===== config.mk =====
export PLATFORM = sky130hd
export DESIGN_NAME = pixel_color_theme_core_flat
export DESIGN_NICKNAME = d
export VERILOG_FILES = /design/src/rtl/pct_pkg.sv /design/src/rtl/pct_in_if.sv /design/src/rtl/pct_out_if.sv /design/src/rtl/pct_cfg_if.sv /design/src/rtl/pct_luma.sv /design/src/rtl/pct_tint.sv /design/src/rtl/pixel_color_theme_core.sv /design/src/flat_wrapper.sv
export SDC_FILE = /design/constraint.sdc
export NUM_CORES = 1
export LEC_CHECK = 0
export BUFFER_PORTS_ARGS = -buffer_cell sky130_fd_sc_hd__buf_4
export CAP_MARGIN = 0
export CELL_PAD_IN_SITES_DETAIL_PLACEMENT = 1
export CELL_PAD_IN_SITES_GLOBAL_PLACEMENT = 2
export CORE_AREA = 2 2 289 291
export CTS_CLUSTER_SIZE = 10
export DETAILED_ROUTE_END_ITERATION = 12
export DIE_AREA = 0 0 291 293
export PLACE_DENSITY_LB_ADDON = 0.1
export SLEW_MARGIN = 10
export SYNTH_ARGS = -nofsm -noshare
export SYNTH_HDL_FRONTEND = slang
export SYNTH_SLANG_ARGS = --single-unit
export TNS_END_PERCENT = 20

===== constraint.sdc =====
create_clock -name i_clk -period 6.35 [get_ports i_clk]
set_clock_uncertainty 0.05 [all_clocks]
set_input_delay 1.27 -clock i_clk [delete_from_list [all_inputs] [get_ports i_clk]]
set_output_delay 1.27 -clock i_clk [all_outputs]
set_load 0.01 [all_outputs]

===== src/rtl/pct_pkg.sv =====
package pct_pkg;

    localparam int unsigned CHAN_W  = 8;
    localparam int unsigned COEF_W  = 16;
    localparam int unsigned PROD_W  = COEF_W + CHAN_W;
    localparam int unsigned LUM_W   = 24;
    localparam int unsigned GAIN_W  = 9;
    localparam int unsigned SCALE_W = LUM_W + GAIN_W;
    localparam int unsigned FRAC_W  = 24;

    // Luminance weights with a 16-bit fraction; they sum to exactly 1.0.
    localparam logic [COEF_W-1:0] LUMA_R = 16'd19595;
    localparam logic [COEF_W-1:0] LUMA_G = 16'd38470;
    localparam logic [COEF_W-1:0] LUMA_B = 16'd7471;

    // Channel gains in Q1.8.
    localparam logic [GAIN_W-1:0] GAIN_GREEN_RB = 9'd64;
    localparam logic [GAIN_W-1:0] GAIN_GREEN_G  = 9'd294;
    localparam logic [GAIN_W-1:0] GAIN_AMBER_R  = 9'd269;
    localparam logic [GAIN_W-1:0] GAIN_AMBER_G  = 9'd184;
    localparam logic [GAIN_W-1:0] GAIN_AMBER_B  = 9'd46;

    typedef enum logic [1:0] {
        THEME_PASS   = 2'd0,
        THEME_INVERT = 2'd1,
        THEME_GREEN  = 2'd2,
        THEME_AMBER  = 2'd3
    } t_theme;

    typedef struct packed {
        logic [CHAN_W-1:0] blue;
        logic [CHAN_W-1:0] green;
        logic [CHAN_W-1:0] red;
        logic [CHAN_W-1:0] alpha;
    } t_pix;

    typedef struct packed {
        logic   valid;
        t_theme mode;
    } t_ctl;

    typedef struct packed {
        logic [GAIN_W-1:0] red;
        logic [GAIN_W-1:0] green;
        logic [GAIN_W-1:0] blue;
    } t_gain;

    function automatic t_gain theme_gain(input t_theme mode);
        t_gain g;
        g = '0;
        case (mode)
            THEME_GREEN: begin
                g.red   = GAIN_GREEN_RB;
                g.green = GAIN_GREEN_G;
                g.blue  = GAIN_GREEN_RB;
            end
            THEME_AMBER: begin
                g.red   = GAIN_AMBER_R;
                g.green = GAIN_AMBER_G;
                g.blue  = GAIN_AMBER_B;
            end
            default: begin
                g = '0;
            end
        endcase
        return g;
    endfunction

endpackage


===== src/rtl/pct_in_if.sv =====
interface pct_in_if;
    logic       valid;
    logic       ready;
    logic [7:0] blue_in;
    logic [7:0] green_in;
    logic [7:0] red_in;
    logic [7:0] alpha_in;

    modport source (output valid, blue_in, green_in, red_in, alpha_in, input ready);
    modport sink (input valid, blue_in, green_in, red_in, alpha_in, output ready);
endinterface


===== src/rtl/pct_out_if.sv =====
interface pct_out_if;
    logic       valid;
    logic       ready;
    logic [7:0] blue_out;
    logic [7:0] green_out;
    logic [7:0] red_out;
    logic [7:0] alpha_out;

    modport source (output valid, blue_out, green_out, red_out, alpha_out, input ready);
    modport sink (input valid, blue_out, green_out, red_out, alpha_out, output ready);
endinterface


===== src/rtl/pct_cfg_if.sv =====
interface pct_cfg_if;
    logic       valid;
    logic       ready;
    logic [1:0] theme;

    modport source (output valid, theme, input ready);
    modport sink (input valid, theme, output ready);
endinterface


===== src/rtl/pct_luma.sv =====
module pct_luma (
    input  logic                       i_clk,
    input  logic                       i_rst_n,
    input  logic                       i_en,
    input  pct_pkg::t_ctl              i_ctl,
    input  pct_pkg::t_pix              i_pix,
    output pct_pkg::t_ctl              o_ctl,
    output pct_pkg::t_pix              o_pix,
    output logic [pct_pkg::LUM_W-1:0]  o_lum
);
    import pct_pkg::*;

    t_ctl              r_s1_ctl;
    t_pix              r_s1_pix;
    logic [PROD_W-1:0] r_prod_r;
    logic [PROD_W-1:0] r_prod_g;
    logic [PROD_W-1:0] r_prod_b;

    t_ctl              r_s2_ctl;
    t_pix              r_s2_pix;
    logic [LUM_W-1:0]  r_lum;

    logic [PROD_W+1:0] n_sum;

    // Stage 1: weight each channel.
    always_ff @(posedge i_clk) begin
        if (!i_rst_n) begin
            r_s1_ctl <= '0;
        end else if (i_en) begin
            r_s1_ctl <= i_ctl;
        end
        if (i_en) begin
            r_s1_pix <= i_pix;
            r_prod_r <= {{CHAN_W{1'b0}}, LUMA_R} * {{COEF_W{1'b0}}, i_pix.red};
            r_prod_g <= {{CHAN_W{1'b0}}, LUMA_G} * {{COEF_W{1'b0}}, i_pix.green};
            r_prod_b <= {{CHAN_W{1'b0}}, LUMA_B} * {{COEF_W{1'b0}}, i_pix.blue};
        end
    end

    // Weights sum to 1.0, so the total never exceeds 255 << 16.
    assign n_sum = {2'b00, r_prod_r} + {2'b00, r_prod_g} + {2'b00, r_prod_b};

    // Stage 2: sum to Q8.16 luminance.
    always_ff @(posedge i_clk) begin
        if (!i_rst_n) begin
            r_s2_ctl <= '0;
        end else if (i_en) begin
            r_s2_ctl <= r_s1_ctl;
        end
        if (i_en) begin
            r_s2_pix <= r_s1_pix;
            r_lum    <= n_sum[LUM_W-1:0];
        end
    end

    assign o_ctl = r_s2_ctl;
    assign o_pix = r_s2_pix;
    assign o_lum = r_lum;

endmodule


===== src/rtl/pct_tint.sv =====
module pct_tint (
    input  logic                       i_clk,
    input  logic                       i_rst_n,
    input  logic                       i_en,
    input  pct_pkg::t_ctl              i_ctl,
    input  pct_pkg::t_pix              i_pix,
    input  logic [pct_pkg::LUM_W-1:0]  i_lum,
    output logic                       o_valid,
    output pct_pkg::t_pix              o_pix
);
    import pct_pkg::*;

    function automatic logic [CHAN_W-1:0] scale(input logic [LUM_W-1:0] lum,
                                                input logic [GAIN_W-1:0] gain);
        logic [SCALE_W-1:0]        prod;
        logic [SCALE_W-FRAC_W-1:0] whole;
        prod  = {{GAIN_W{1'b0}}, lum} * {{LUM_W{1'b0}}, gain};
        whole = prod[SCALE_W-1:FRAC_W];
        // Clip at full scale; only the gains above one get here.
        if (whole > {{(SCALE_W-FRAC_W-CHAN_W){1'b0}}, {CHAN_W{1'b1}}}) begin
            return {CHAN_W{1'b1}};
        end
        return whole[CHAN_W-1:0];
    endfunction

    logic  r_valid;
    t_pix  r_pix;
    t_pix  n_pix;
    t_gain w_gain;

    assign w_gain = theme_gain(i_ctl.mode);

    always_comb begin
        n_pix = i_pix;
        case (i_ctl.mode)
            THEME_INVERT: begin
                n_pix.blue  = ~i_pix.blue;
                n_pix.green = ~i_pix.green;
                n_pix.red   = ~i_pix.red;
            end
            THEME_GREEN, THEME_AMBER: begin
                n_pix.blue  = scale(i_lum, w_gain.blue);
                n_pix.green = scale(i_lum, w_gain.green);
                n_pix.red   = scale(i_lum, w_gain.red);
            end
            default: begin
                n_pix = i_pix;
            end
        endcase
    end

    // Stage 3: output register.
    always_ff @(posedge i_clk) begin
        if (!i_rst_n) begin
            r_valid <= 1'b0;
        end else if (i_en) begin
            r_valid <= i_ctl.valid;
        end
        if (i_en) begin
            r_pix <= n_pix;
        end
    end

    assign o_valid = r_valid;
    assign o_pix   = r_pix;

endmodule


===== src/rtl/pixel_color_theme_core.sv =====
// Pixel color theme: takes one BGRA word per clock and returns it recolored by
// the theme register (0 pass-through, 1 invert, 2 green monochrome, 3 amber
// monochrome). Monochrome modes form Q8.16 luminance from 0.299R+0.587G+0.114B
// and scale it by per-channel Q1.8 gains, truncating and clipping at 255.
// Alpha passes unchanged. The datapath is three register stages (channel
// weights, luminance sum, gain scale into the output register), and while the
// output is taken the block sustains one word per clock. The stages advance
// together whenever the output register is empty or being taken, so a stalled
// output holds the whole pipe and the input ready follows that same condition.
// Write the theme only while idle; each word carries the theme that was
// current when it was accepted.
module pixel_color_theme_core (
    input  logic   i_clk,
    input  logic   i_rst_n,
    pct_in_if.sink   i_pix,
    pct_cfg_if.sink  i_cfg,
    pct_out_if.source o_pix
);
    import pct_pkg::*;

    t_theme r_theme;

    logic   w_en;
    t_ctl   w_in_ctl;
    t_pix   w_in_pix;
    t_ctl   w_luma_ctl;
    t_pix   w_luma_pix;
    logic [LUM_W-1:0] w_lum;
    logic   w_out_valid;
    t_pix   w_out_pix;

    // Theme register: always ready; the two-bit theme maps directly onto the mode select.
    assign i_cfg.ready = 1'b1;

    always_ff @(posedge i_clk) begin
        if (!i_rst_n) begin
            r_theme <= THEME_PASS;
        end else if (i_cfg.valid && i_cfg.ready) begin
            r_theme <= t_theme'(i_cfg.theme);
        end
    end

    // Advance the pipe when the output register is free or drains this cycle.
    assign w_en        = !w_out_valid || o_pix.ready;
    assign i_pix.ready = w_en;

    assign w_in_ctl.valid = i_pix.valid;
    assign w_in_ctl.mode  = r_theme;
    assign w_in_pix.blue  = i_pix.blue_in;
    assign w_in_pix.green = i_pix.green_in;
    assign w_in_pix.red   = i_pix.red_in;
    assign w_in_pix.alpha = i_pix.alpha_in;

    pct_luma u_luma (
        .i_clk   (i_clk),
        .i_rst_n (i_rst_n),
        .i_en    (w_en),
        .i_ctl   (w_in_ctl),
        .i_pix   (w_in_pix),
        .o_ctl   (w_luma_ctl),
        .o_pix   (w_luma_pix),
        .o_lum   (w_lum)
    );

    pct_tint u_tint (
        .i_clk   (i_clk),
        .i_rst_n (i_rst_n),
        .i_en    (w_en),
        .i_ctl   (w_luma_ctl),
        .i_pix   (w_luma_pix),
        .i_lum   (w_lum),
        .o_valid (w_out_valid),
        .o_pix   (w_out_pix)
    );

    // Present the output register as the result word.
    assign o_pix.valid     = w_out_valid;
    assign o_pix.blue_out  = w_out_pix.blue;
    assign o_pix.green_out = w_out_pix.green;
    assign o_pix.red_out   = w_out_pix.red;
    assign o_pix.alpha_out = w_out_pix.alpha;

endmodule

===== src/flat_wrapper.sv =====
// flat-port wrapper written by rule: the top's interface ports become plain ports
module pixel_color_theme_core_flat import pct_pkg::*;
  (i_clk, i_rst_n, i_pix_valid, i_pix_blue_in, i_pix_green_in, i_pix_red_in, i_pix_alpha_in, i_pix_ready, i_cfg_valid, i_cfg_theme, i_cfg_ready, o_pix_valid, o_pix_blue_out, o_pix_green_out, o_pix_red_out, o_pix_alpha_out, o_pix_ready);
  pct_in_if i_pix_i ();
  pct_cfg_if i_cfg_i ();
  pct_out_if o_pix_i ();
  input  logic i_clk;
  input  logic i_rst_n;
  input wire logic [$bits(i_pix_i.valid)-1:0] i_pix_valid;
  input wire logic [$bits(i_pix_i.blue_in)-1:0] i_pix_blue_in;
  input wire logic [$bits(i_pix_i.green_in)-1:0] i_pix_green_in;
  input wire logic [$bits(i_pix_i.red_in)-1:0] i_pix_red_in;
  input wire logic [$bits(i_pix_i.alpha_in)-1:0] i_pix_alpha_in;
  output wire logic [$bits(i_pix_i.ready)-1:0] i_pix_ready;
  input wire logic [$bits(i_cfg_i.valid)-1:0] i_cfg_valid;
  input wire logic [$bits(i_cfg_i.theme)-1:0] i_cfg_theme;
  output wire logic [$bits(i_cfg_i.ready)-1:0] i_cfg_ready;
  output wire logic [$bits(o_pix_i.valid)-1:0] o_pix_valid;
  output wire logic [$bits(o_pix_i.blue_out)-1:0] o_pix_blue_out;
  output wire logic [$bits(o_pix_i.green_out)-1:0] o_pix_green_out;
  output wire logic [$bits(o_pix_i.red_out)-1:0] o_pix_red_out;
  output wire logic [$bits(o_pix_i.alpha_out)-1:0] o_pix_alpha_out;
  input wire logic [$bits(o_pix_i.ready)-1:0] o_pix_ready;
  assign i_pix_i.valid = i_pix_valid;
  assign i_pix_i.blue_in = i_pix_blue_in;
  assign i_pix_i.green_in = i_pix_green_in;
  assign i_pix_i.red_in = i_pix_red_in;
  assign i_pix_i.alpha_in = i_pix_alpha_in;
  assign i_pix_ready = i_pix_i.ready;
  assign i_cfg_i.valid = i_cfg_valid;
  assign i_cfg_i.theme = i_cfg_theme;
  assign i_cfg_ready = i_cfg_i.ready;
  assign o_pix_valid = o_pix_i.valid;
  assign o_pix_blue_out = o_pix_i.blue_out;
  assign o_pix_green_out = o_pix_i.green_out;
  assign o_pix_red_out = o_pix_i.red_out;
  assign o_pix_alpha_out = o_pix_i.alpha_out;
  assign o_pix_i.ready = o_pix_ready;
  pixel_color_theme_core u_core (.i_clk(i_clk), .i_rst_n(i_rst_n), .i_pix(i_pix_i), .i_cfg(i_cfg_i), .o_pix(o_pix_i));
endmodule

Word-level counts from Yosys, hierarchy flattened
Index checks and enable logic that the tools add are counted.

Add/sub/neg operators: 2. Multipliers: 6. $lt $le $gt $ge: 3. Equal/unequal tests: 3. Multiplexer cells: 14. Bitwise operators: 3. Reduce and logical (&&, ||, !) cells: 3.

Operators by type and width (count): 24-bit by 9-bit multiplier with 33-bit output (3); 27-bit case mux with 2 select lines (1); 8-bit 2-to-1 mux (6); 24-bit case mux with 2 select lines (1); 15-bit by 8-bit multiplier with 23-bit output, first input constant (2); 9-bit by 8-bit greater-than comparator with 1-bit output, second input constant (3); 23-bit by 24-bit adder with 24-bit output (1); 24-bit by 21-bit adder with 24-bit output (1); 8-bit NOT (3); 13-bit by 8-bit multiplier with 21-bit output, first input constant (1); 1-bit 2-to-1 mux (6); 2-bit equality test, second input constant (2); 2-bit by 1-bit equality test with 1-bit output, second input constant (1); 2-bit OR reduction (1); 1-bit logical NOT (1); 1-bit logical OR (1).

Bits in registers: 196. Output and inout bits: 35. Word-level logic and storage cells: 56.

Depth between registers and ports, before layout
Gate-level depths: netlist of the first run.

Word-level depth: 8. Depth in mapped cells: 22. Mapped depth without buffers: 20.

By module
Synthesis of the first run repeated with hierarchy kept, for this count alone.

Cell total of the unflattened synthesis: 2358. Area, all modules: 25080.3 um^2.

Modules (own cells, without submodules): pct_tint (instances 1, cells each 1371, area each 13057.5 um^2, seq. area each 980.9 um^2); pct_luma (instances 1, cells each 978, area each 11932.7 um^2, seq. area each 4684.5 um^2); pixel_color_theme_core (instances 1, cells each 9, area each 90.1 um^2, seq. area each 40.0 um^2).

Least setup slack after synthesis of the first run
No wires, ideal clock.

Path kind: input to output. Start point: input port o_pix_ready. End point: output port i_pix_ready. Arrival time: 5.160 ns. Required time: 5.030 ns. Setup slack: -0.130 ns. Cell stages on the path: 3. Buffers on the path: 1. Cell sequence: nor2b_1 -> clkbuf_1 -> inv_1.

Longest elaborated chain between the ends: 1.

Ends and longest elaborated chain: start: declaration (line flat_wrapper.sv:23) `input wire logic [$bits(o_pix_i.ready)-1:0] o_pix_ready;`; 1-bit logical OR (line pixel_color_theme_core.sv:44) `assign w_en = !w_out_valid || o_pix.ready;`; end: declaration (line flat_wrapper.sv:14) `output wire logic [$bits(i_pix_i.ready)-1:0] i_pix_ready;`.

No other way between the ends.

==> results of run 1 <==
-- cells by family after synthesis --
group	Yosys count	share of synthesized area (%)
AOI/OAI and AO/OA	281	7.67
xor gates and xnor gates	126	4.52
adders and majority gates	767	48.7
buffers and inverters	466	7.18
DFF	193	23.4
muxes	6	0.251
other	2	0.0308
and+or+nand+nor	400	8.26
-- Yosys cell counts, types with 9 or more instances --
cell	number	area, sq um
xnor2_1	80	701
fa_1	304	6090
nor2_1	95	357
and2_1	37	231
nand2b_1	14	87.6
ha_1	463	5790
a21o_1	29	218
xor2_1	46	403
inv_1	430	1610
nand3_1	25	125
clkbuf_1	31	116
dfxtp_1	9	180
a31oi_1	21	131
o21bai_1	9	67.6
and3_1	43	269
a21oi_1	80	400
nor2b_1	26	163
a21boi_0	9	67.6
or2_2	18	113
nor3_1	23	115
o21a_1	18	135
nand2_1	86	323
edfxtp_1	184	5530
o21ai_0	43	215
nand4_1	11	68.8
-- cells in the final DEF (no fill, tap or decap), drive strengths merged, types with 7 or more instances in the layout --
cell type	instances
o22a	8
xor2	46
edfxtp	184
nor3	23
conb	13
xnor2	80
clkbuf	17
a211oi	7
a21o	29
inv	435
or2	19
a31oi	21
fa	304
buf	132
nand2b	14
nor2	95
ha	463
nor2b	26
a21oi	82
and2	37
nand3	26
o21a	18
nand2	86
o21ai	44
dfxtp	9
nand4	11
and3	43
o21bai	9
a21boi	9
-- timing repair --
action | in CTS | in global routing
gates resized for setup | 1 | 8
hold buffers | 0 | 0
buffers inserted | 0 | 0
pin swaps | 0 | 0
endpoints found under the setup margin | 7 | 20
-- critical path: stages (launching register included) --
cell and delay [ps]:
dfxtp_4 580, and3_2 400, fa_1 470, fa_1 470, fa_1 540, inv_1 50, fa_1 530, inv_1 40
ha_1 320, a21oi_1 120, o21ai_0 110, a221o_1 400, a221o_1 340, a222oi_1 470, a21oi_2 190, a2111o_1 460
nand3_2 150, a31oi_1 120
-- flip-flops by register name, indices dropped and copies added (netlist names) --
| register | count |
|---|---|
| u_core.u_luma.r_s1_pix | 32 |
| u_core.u_luma.r_prod_b | 20 |
| u_core.u_tint.o_pix | 32 |
| u_core.u_luma.o_pix | 32 |
| u_core.u_luma.r_s1_ctl | 3 |
| u_core.u_luma.o_lum | 24 |
| u_core.r_theme | 2 |
| u_core.u_luma.o_ctl | 3 |
| u_core.u_tint.o_valid | 1 |
| u_core.u_luma.r_prod_r | 22 |
| u_core.u_luma.r_prod_g | 22 |
-- power breakdown --
part	switching [mW]	internal, mW	total [mW]
Combinational	2.47	1.91	4.38
Sequential	0.288	2.01	2.29
Clock	0.507	0.544	1.05
Total	3.26	4.46	7.72
-- layout make-up --
type                            count  area [sq um]
Multi-Input combinational cell   1593         17000
Inverter                          430          1620
Tap cell                         1070          1340
Timing Repair Buffer              132          1010
Fill cell                        9107         54600
Clock inverter                     15           130
Sequential cell                   193          5710
Clock buffer                       17           425
-- metal layers --
| metal | share of wire (%) | GRT usage [%] | up-vias | wire [um] |
|---|---|---|---|---|
| li1 | - | - | 7738 | - |
| met1 | 47 | 21.2 | 8086 | 30900 |
| met2 | 51 | 28.9 | 81 | 33200 |
| met3 | 1.1 | 0.930 | 31 | 691 |
| met4 | 1.0 | 2.74 | 0 | 670 |
| met5 | 0 | 0 | - | 0 |
-- path summary, 6_finish.rpt --
path / cells after the start / startpoint / to / slack (ps)
setup / recovery: 17 / u_core.u_luma.o_ctl[0]$_SDFFE_PN0P_ / u_core.u_tint.o_pix[17]$_DFFE_PP_ / 230
hold reg to reg: 0 / u_core.u_luma.r_s1_pix[22]$_DFFE_PP_ / u_core.u_luma.o_pix[22]$_DFFE_PP_ / 370
hold / removal: 0 / u_core.u_luma.r_s1_pix[22]$_DFFE_PP_ / u_core.u_luma.o_pix[22]$_DFFE_PP_ / 370
setup reg to reg: 17 / u_core.u_luma.o_ctl[0]$_SDFFE_PN0P_ / u_core.u_tint.o_pix[17]$_DFFE_PP_ / 230
==> results.json, run 1 <==
{
  "crit_fanout": 34,
  "rows": 105,
  "critPathRequiredTime_ps": 6490,
  "status": "complete, no violations",
  "place_hpwl_um": 57100,
  "synth.distinct_cells": 68,
  "dpl_cell_area_sq_um": 26700,
  "path_class": "reg2reg",
  "clkLatencyLatePin_ps": 460,
  "ctsHtreeMaxLevel": 4,
  "grt_max_degree": 181,
  "powerDensity_nw_per_um2": 284,
  "wl_um": 65500,
  "cp-start-kind": "register",
  "fin_crit_sh_pct": 96.4,
  "diodes": 0,
  "hold_class": "reg2reg",
  "synth.avg_cell_area_sq_um": 10.9,
  "p_leak_nw": 14.3,
  "finalMaxSlewViolations": 0,
  "grt_pass1_wl_um": 105000,
  "ios": 74,
  "final_cells": 3450,
  "gp_congestion": 0.807,
  "timing.final.crit_period_ps": 6120,
  "whs_ps": 366,
  "setup_ws_ps": 230,
  "post_drt_wl_per_cell_um": 19.0,
  "netlist_area_sq_um": 24400,
  "fmax_ghz": 0.163,
  "max_slew_margin_pct": 29.2,
  "yosysWarnings": 0,
  "syn_inst": 2241,
  "synth_seq_area_share_pct": 23.4,
  "root_buffer": "clkbuf_16",
  "dr.first_iter.drc_count": 448,
  "clk_pin_slew_ps": 70,
  "final_nets": 3173,
  "overflow": 0,
  "area_delta_synth_final_pct": 11.6,
  "final_hold_viol_count": 0,
  "cap_viol_max_count": 0,
  "end_kind": "register",
  "vias_per_cell": 4.62,
  "drc": 0,
  "die_w_um": 291,
  "cts_made_buffers": 17,
  "layout-drive-gt1-share_pct": 8.36,
  "cts_tree": "yes",
  "arrival_ps": 6260,
  "first_pass_iters": 5,
  "design.core.area_sq_um": 81800,
  "final_area_sq_um": 27200,
  "dieArea_sq_um": 85300,
  "port_buffers": 72,
  "grt_use_total_pct": 16.0,
  "ys.flop_type": "edfxtp_1",
  "clockBufferDepth": 2,
  "max-vdd-ir-drop_v": 0.000276,
  "antenna_found_initial": 0,
  "dr_total_vias": 15900,
  "ant_nets": 0,
  "worstMarginPinSlew_ps": 1060,
  "power_mw": 7.72,
  "place_ws_ps": -60.2,
  "fin_setup_tns_ps": 0,
  "rsz0062_at_grt": "true",
  "async_flop_share_pct": 0,
  "die_y_um": 293,
  "cts.sinks": 193,
  "dp_cells": 3418,
  "setup_viol_count_final": 0,
  "final_util_pct": 33.3,
  "ys_ff_latch": 193,
  "synth_edf_count": 184,
  "grt_pass1_vias": 18300,
  "initial_core_util_pct": 29.8
}
Note: power is estimated with default switching activity, not from simulation.
==> run 2: changes to the inputs <==
--- a/config.mk
+++ b/config.mk
@@ -9,10 +9,11 @@
 export CAP_MARGIN = 0
 export CELL_PAD_IN_SITES_DETAIL_PLACEMENT = 1
 export CELL_PAD_IN_SITES_GLOBAL_PLACEMENT = 2
-export CORE_AREA = 2 2 289 291
+export CORE_AREA = 2 2 250 252
+export CTS_BUF_LIST = sky130_fd_sc_hd__clkbuf_16
 export CTS_CLUSTER_SIZE = 10
 export DETAILED_ROUTE_END_ITERATION = 12
-export DIE_AREA = 0 0 291 293
+export DIE_AREA = 0 0 252 254
 export PLACE_DENSITY_LB_ADDON = 0.1
 export SLEW_MARGIN = 10
 export SYNTH_ARGS = -nofsm -noshare
==> run 2 against run 1 <==
Compared with the run above: critical path depth up 5; sequential cell count unchanged; register-to-register slack better by 90 ps; non-clock buffer count up 22; total power about the same; global-route usage up 4.5 points; sequential power about the same; setup slack better by 94 ps; worst hold slack better by 6.7 ps; die area down 25%; sequential share of layout area up 0.088 points; critical endpoint is now u_core.u_tint.o_pix[27]$_DFFE_PP_.
==> results.json, run 2 (synthesis results as in run 1) <==
{
  "wl_met3_um": 819,
  "arrival_ps": 6200,
  "fmax_ghz": 0.166,
  "worstMarginPinSlew_ps": 811,
  "path_cells": "buf_4, and2_1, nand2_1, buf_4, nand2_1, o21ai_0, fa_1, inv_1, fa_1, inv_1, fa_1, ha_1, a21o_1, a211o_1, a2111oi_4, buf_4, nor4_1, buf_4, a211o_1, a21o_1, xnor2_1, a21oi_1",
  "slowest_stage": "fa_1",
  "clk_pin_slew_ps": 100,
  "max_slew_margin_pct": 44.5,
  "dr.first_iter.drc_count": 628,
  "die_w_um": 252,
  "clkLatencyLatePin_ps": 490,
  "top_layer_used": "met4",
  "powerDensity_nw_per_um2": 285,
  "cts_made_buffers": 17,
  "antenna_found_initial": 2,
  "area_delta_synth_final_pct": 11.1,
  "path_class": "reg2reg",
  "ctsHoldBuffers": 0,
  "first_pass_iters": 5,
  "layout-drive-gt1-share_pct": 9.16,
  "status": "complete, no violations",
  "slowest_delay_ps": 540,
  "end_kind": "register",
  "final_util_pct": 44.3,
  "layout_commonest_cell": "ha_1",
  "rows": 91,
  "final_area_sq_um": 27100,
  "cp-start-kind": "register",
  "wl_um": 61600,
  "fin_setup_tns_ps": 0,
  "ant_nets": 0,
  "diodes": 0,
  "gp_congestion": 0.856,
  "root_buffer": "clkbuf_16",
  "drc": 0,
  "post_drt_wl_per_cell_um": 19.3,
  "critPathTopFamily": "compound AO/OA/AOI/OAI gates",
  "dpl_cell_area_sq_um": 26400,
  "critPathRequiredTime_ps": 6520,
  "cpMostUsedCell": "buf_4",
  "grt_pass1_vias": 18000,
  "initial_core_util_pct": 39.8,
  "p_leak_nw": 14.5,
  "dr_total_vias": 16000,
  "rrSetupSlack_ps": 320,
  "rsz0062_at_grt": "false",
  "fin_crit_sh_pct": 94.9,
  "dieArea_sq_um": 64000,
  "cts.sinks": 193,
  "timing.final.crit_period_ps": 6030,
  "port_buffers": 72,
  "cts_tree": "yes",
  "cap_viol_max_count": 0,
  "wl_met1_um": 28700,
  "max-vdd-ir-drop_v": 0.000290,
  "grt_pass1_wl_um": 100000,
  "ctsHtreeMaxLevel": 4,
  "design.core.area_sq_um": 61300,
  "final_hold_viol_count": 0,
  "overflow": 0,
  "final_cell_mix": "ha_1, inv_1, fa_1, edfxtp_1, buf_4",
  "grt_use_total_pct": 20.4,
  "grt_max_degree": 142,
  "met2_length_um": 31400,
  "crit_fanout": 26,
  "ios": 74,
  "place_hpwl_um": 53400,
  "vias_per_cell": 5.02,
  "final_nets": 3195,
  "finalMaxSlewViolations": 0,
  "clockBufferDepth": 2,
  "critPathBufInv": 6,
  "die_y_um": 254,
  "hold_class": "reg2reg",
  "setup_viol_count_final": 0
}
-- run 2: cell types whose count changed in the layout (fill, tap and decap cells not counted), sizes merged --
cell / previous run / this run
inv: 435 / 434
clkinv: 5 / 9
clkinvlp: 4 / 1
buf: 132 / 154
-- run 2: final cells by class --
type / count / area [sq um]
inverter: 430 / 1620
tap: 790 / 988
clock buffer: 17 / 425
multi-input combinational: 1593 / 17000
sequential: 193 / 5710
clock inverter: 15 / 179
timing repair buffer: 154 / 1170
fill: 6710 / 34100
-- run 2: timing repair --
| action | 4_1_cts | 5_1_grt |
|---|---|---|
| buffers inserted | 0 | 4 |
| setup endpoints to repair | 6 | 19 |
| resized for setup | 3 | 5 |
-- run 2: metal layers --
| layer | track usage (%) | vias up |
|---|---|---|
| met1 | 27.1 | 8067 |
| met4 | 4.09 | 0 |
| li1 | - | 7800 |
| met5 | 0 | - |
| met2 | 36.3 | 113 |
| met3 | 1.78 | 32 |
-- run 2: through the flow --
stage	std cells	worst slack, ps	power, mW	hold WS (ps)
after CTS	3188	29.9	7.84	372
after floorplan	2252	-122	5.39	350
after global placement	3156	-315	6.55	351
after detailed placement	3156	-389	6.66	356
final	3192	324	7.73	372
after global routing	3192	16.6	8.47	374
-- run 2: power by group --
group          switching (mW)  leakage (nW)  internal, mW  total (mW)
Clock                   0.572         0.298         0.562        1.13
Sequential              0.271          2.01          2.00        2.27
Combinational            2.41          12.1          1.91        4.32
-- run 2: worst paths after layout --
path	end	from	cells after the start
worst max-delay path	u_core.u_tint.o_pix[27]$_DFFE_PP_	u_core.u_luma.o_ctl[1]$_SDFFE_PN0P_	22
worst min-delay path	u_core.u_tint.o_pix[5]$_DFFE_PP_	u_core.u_luma.o_pix[5]$_DFFE_PP_	0
worst min register to register	u_core.u_tint.o_pix[5]$_DFFE_PP_	u_core.u_luma.o_pix[5]$_DFFE_PP_	0
worst max register to register	u_core.u_tint.o_pix[27]$_DFFE_PP_	u_core.u_luma.o_ctl[1]$_SDFFE_PN0P_	22
==> run 3: changes to the inputs <==
--- a/config.mk
+++ b/config.mk
@@ -10,7 +10,7 @@
 export CELL_PAD_IN_SITES_DETAIL_PLACEMENT = 1
 export CELL_PAD_IN_SITES_GLOBAL_PLACEMENT = 2
 export CORE_AREA = 2 2 250 252
-export CTS_BUF_LIST = sky130_fd_sc_hd__clkbuf_16
+export CTS_BUF_LIST = sky130_fd_sc_hd__clkbuf_4 sky130_fd_sc_hd__clkbuf_8 sky130_fd_sc_hd__clkbuf_16
 export CTS_CLUSTER_SIZE = 10
 export DETAILED_ROUTE_END_ITERATION = 12
 export DIE_AREA = 0 0 252 254
==> run 3 against run 2 <==
Compared with the run above: non-clock buffer count unchanged; critical endpoint unchanged; total power about the same; combinational power about the same; clock power barely moved; register-to-register slack is essentially flat; clock-buffer cell count is 1 higher; worst hold slack stayed put.
==> results.json, run 3 (synthesis results as in run 1) <==
{
  "design.core.area_sq_um": 61300,
  "post_drt_wl_per_cell_um": 19.3,
  "ctsHtreeMaxLevel": 4,
  "setup_viol_count_final": 0,
  "diodes": 0,
  "clk_pin_slew_ps": 100,
  "max-vdd-ir-drop_v": 0.000290,
  "arrival_ps": 6200,
  "place_hpwl_um": 53400,
  "overflow": 0,
  "path_class": "reg2reg",
  "dieArea_sq_um": 64000,
  "clockBufferDepth": 2,
  "grt_pass1_vias": 18000,
  "drc": 0,
  "fillerInstances": 6710,
  "place_ws_ps": -389,
  "rows": 91,
  "status": "complete, no violations",
  "grt_use_total_pct": 20.4,
  "worstSetupStartpoint": "u_core.u_luma.o_ctl[1]$_SDFFE_PN0P_",
  "cap_viol_max_count": 0,
  "initial_core_util_pct": 39.8,
  "area_delta_synth_final_pct": 11.1,
  "wl_um": 61600,
  "critPathRequiredTime_ps": 6520,
  "layout_commonest_cell": "ha_1",
  "powerDensity_nw_per_um2": 285,
  "ios": 74,
  "crit_fanout": 26,
  "final_nets": 3195,
  "p_leak_nw": 14.5,
  "final_hold_viol_count": 0,
  "first_pass_iters": 5,
  "worstMarginPinSlew_ps": 811,
  "port_buffers": 72,
  "end_kind": "register",
  "timing.final.crit_period_ps": 6030,
  "die_w_um": 252,
  "cts.sinks": 193,
  "dr_total_vias": 16000,
  "rsz0062_at_grt": "false",
  "ant_nets": 0,
  "power_mw": 7.73,
  "setup_ws_ps": 324,
  "gp_congestion": 0.856,
  "clkLatencyLatePin_ps": 490,
  "grt_pass1_wl_um": 100000,
  "max_slew_margin_pct": 44.5,
  "grt_max_degree": 142,
  "fin_crit_sh_pct": 94.9,
  "ctsHoldBuffers": 0,
  "die_y_um": 254,
  "vias_per_cell": 5.02,
  "layout-drive-gt1-share_pct": 9.20,
  "cts_tree": "yes",
  "antenna_found_initial": 2,
  "cts_made_buffers": 17,
  "final_cell_mix": "ha_1, inv_1, fa_1, edfxtp_1, buf_4",
  "regToRegStartpoint": "u_core.u_luma.o_ctl[1]$_SDFFE_PN0P_",
  "root_buffer": "clkbuf_16",
  "multiInputGateArea_sq_um": 17000,
  "fmax_ghz": 0.166,
  "finalMaxSlewViolations": 0,
  "dp_cells": 3156,
  "hold_class": "reg2reg",
  "worstHoldStart": "u_core.u_luma.o_pix[5]$_DFFE_PP_",
  "cp-start-kind": "register",
  "dr.first_iter.drc_count": 628,
  "final_cells": 3192,
  "seq_area_sq_um": 5710
}
[run 3: cell types whose count changed in the layout (fill, tap and decap cells not counted)]
cell | previous run | this run
clkbuf_4 | 0 | 1
inv_1 | 430 | 429
[run 3: final timing paths]
| check | endpoint | slack (ps) | cells past startpoint |
|---|---|---|---|
| worst min-delay path | u_core.u_tint.o_pix[5]$_DFFE_PP_ | 370 | 0 |
| worst max register to register | u_core.u_tint.o_pix[27]$_DFFE_PP_ | 320 | 22 |
| worst max-delay path | u_core.u_tint.o_pix[27]$_DFFE_PP_ | 320 | 22 |
| worst min register to register | u_core.u_tint.o_pix[5]$_DFFE_PP_ | 370 | 0 |
[run 3: worst max-delay path: stages, from the launching register on]
cell	delay, ps
dfxtp_4	480
buf_4	290
and2_1	200
nand2_1	80
buf_4	200
nand2_1	60
o21ai_0	140
fa_1	540
inv_1	60
fa_1	530
inv_1	60
fa_1	410
ha_1	220
a21o_1	190
a211o_1	340
a2111oi_4	440
buf_4	190
nor4_1	60
buf_4	160
a211o_1	360
a21o_1	230
xnor2_1	320
a21oi_1	140
[run 3: cell type report]
cell class,instances,share of cell area [%]
timing repair buffer,154,4.31
sequential,193,21.1
clock buffer,18,1.60
multi-input combinational,1593,62.8
inverter,430,5.97
tap,790,3.65
clock inverter,14,0.646
[run 3: repair_timing]
item                                    4_1_cts  5_1_grt
resized for setup                             3        5
endpoints found under the setup margin        6       19
buffers inserted                              0        4
[run 3: power by group]
group / internal [mW] / switching (mW)
clock: 0.568 / 0.572
combinational: 1.91 / 2.41
sequential: 2.00 / 0.271
total: 4.48 / 3.26
[run 3: layer usage]
metal	up-vias	GRT usage [%]	routed length, um
met3	32	1.78	819
met2	113	36.3	31400
met4	0	4.09	755
met1	8068	27.1	28700
li1	7800	-	-
met5	-	0	0
[run 3: stage by stage]
step                hold WS, ps  instance area (sq um)  utilization, %  TNS (ps)
finish                      372                  27100            44.3         0
global route                374                  27100            44.3         0
CTS                         372                  27100            44.2         0
detailed placement          356                  26400            43.2     -1790
global placement            351                  26400            43.2     -1300
floorplan                   350                  24400               -      -850
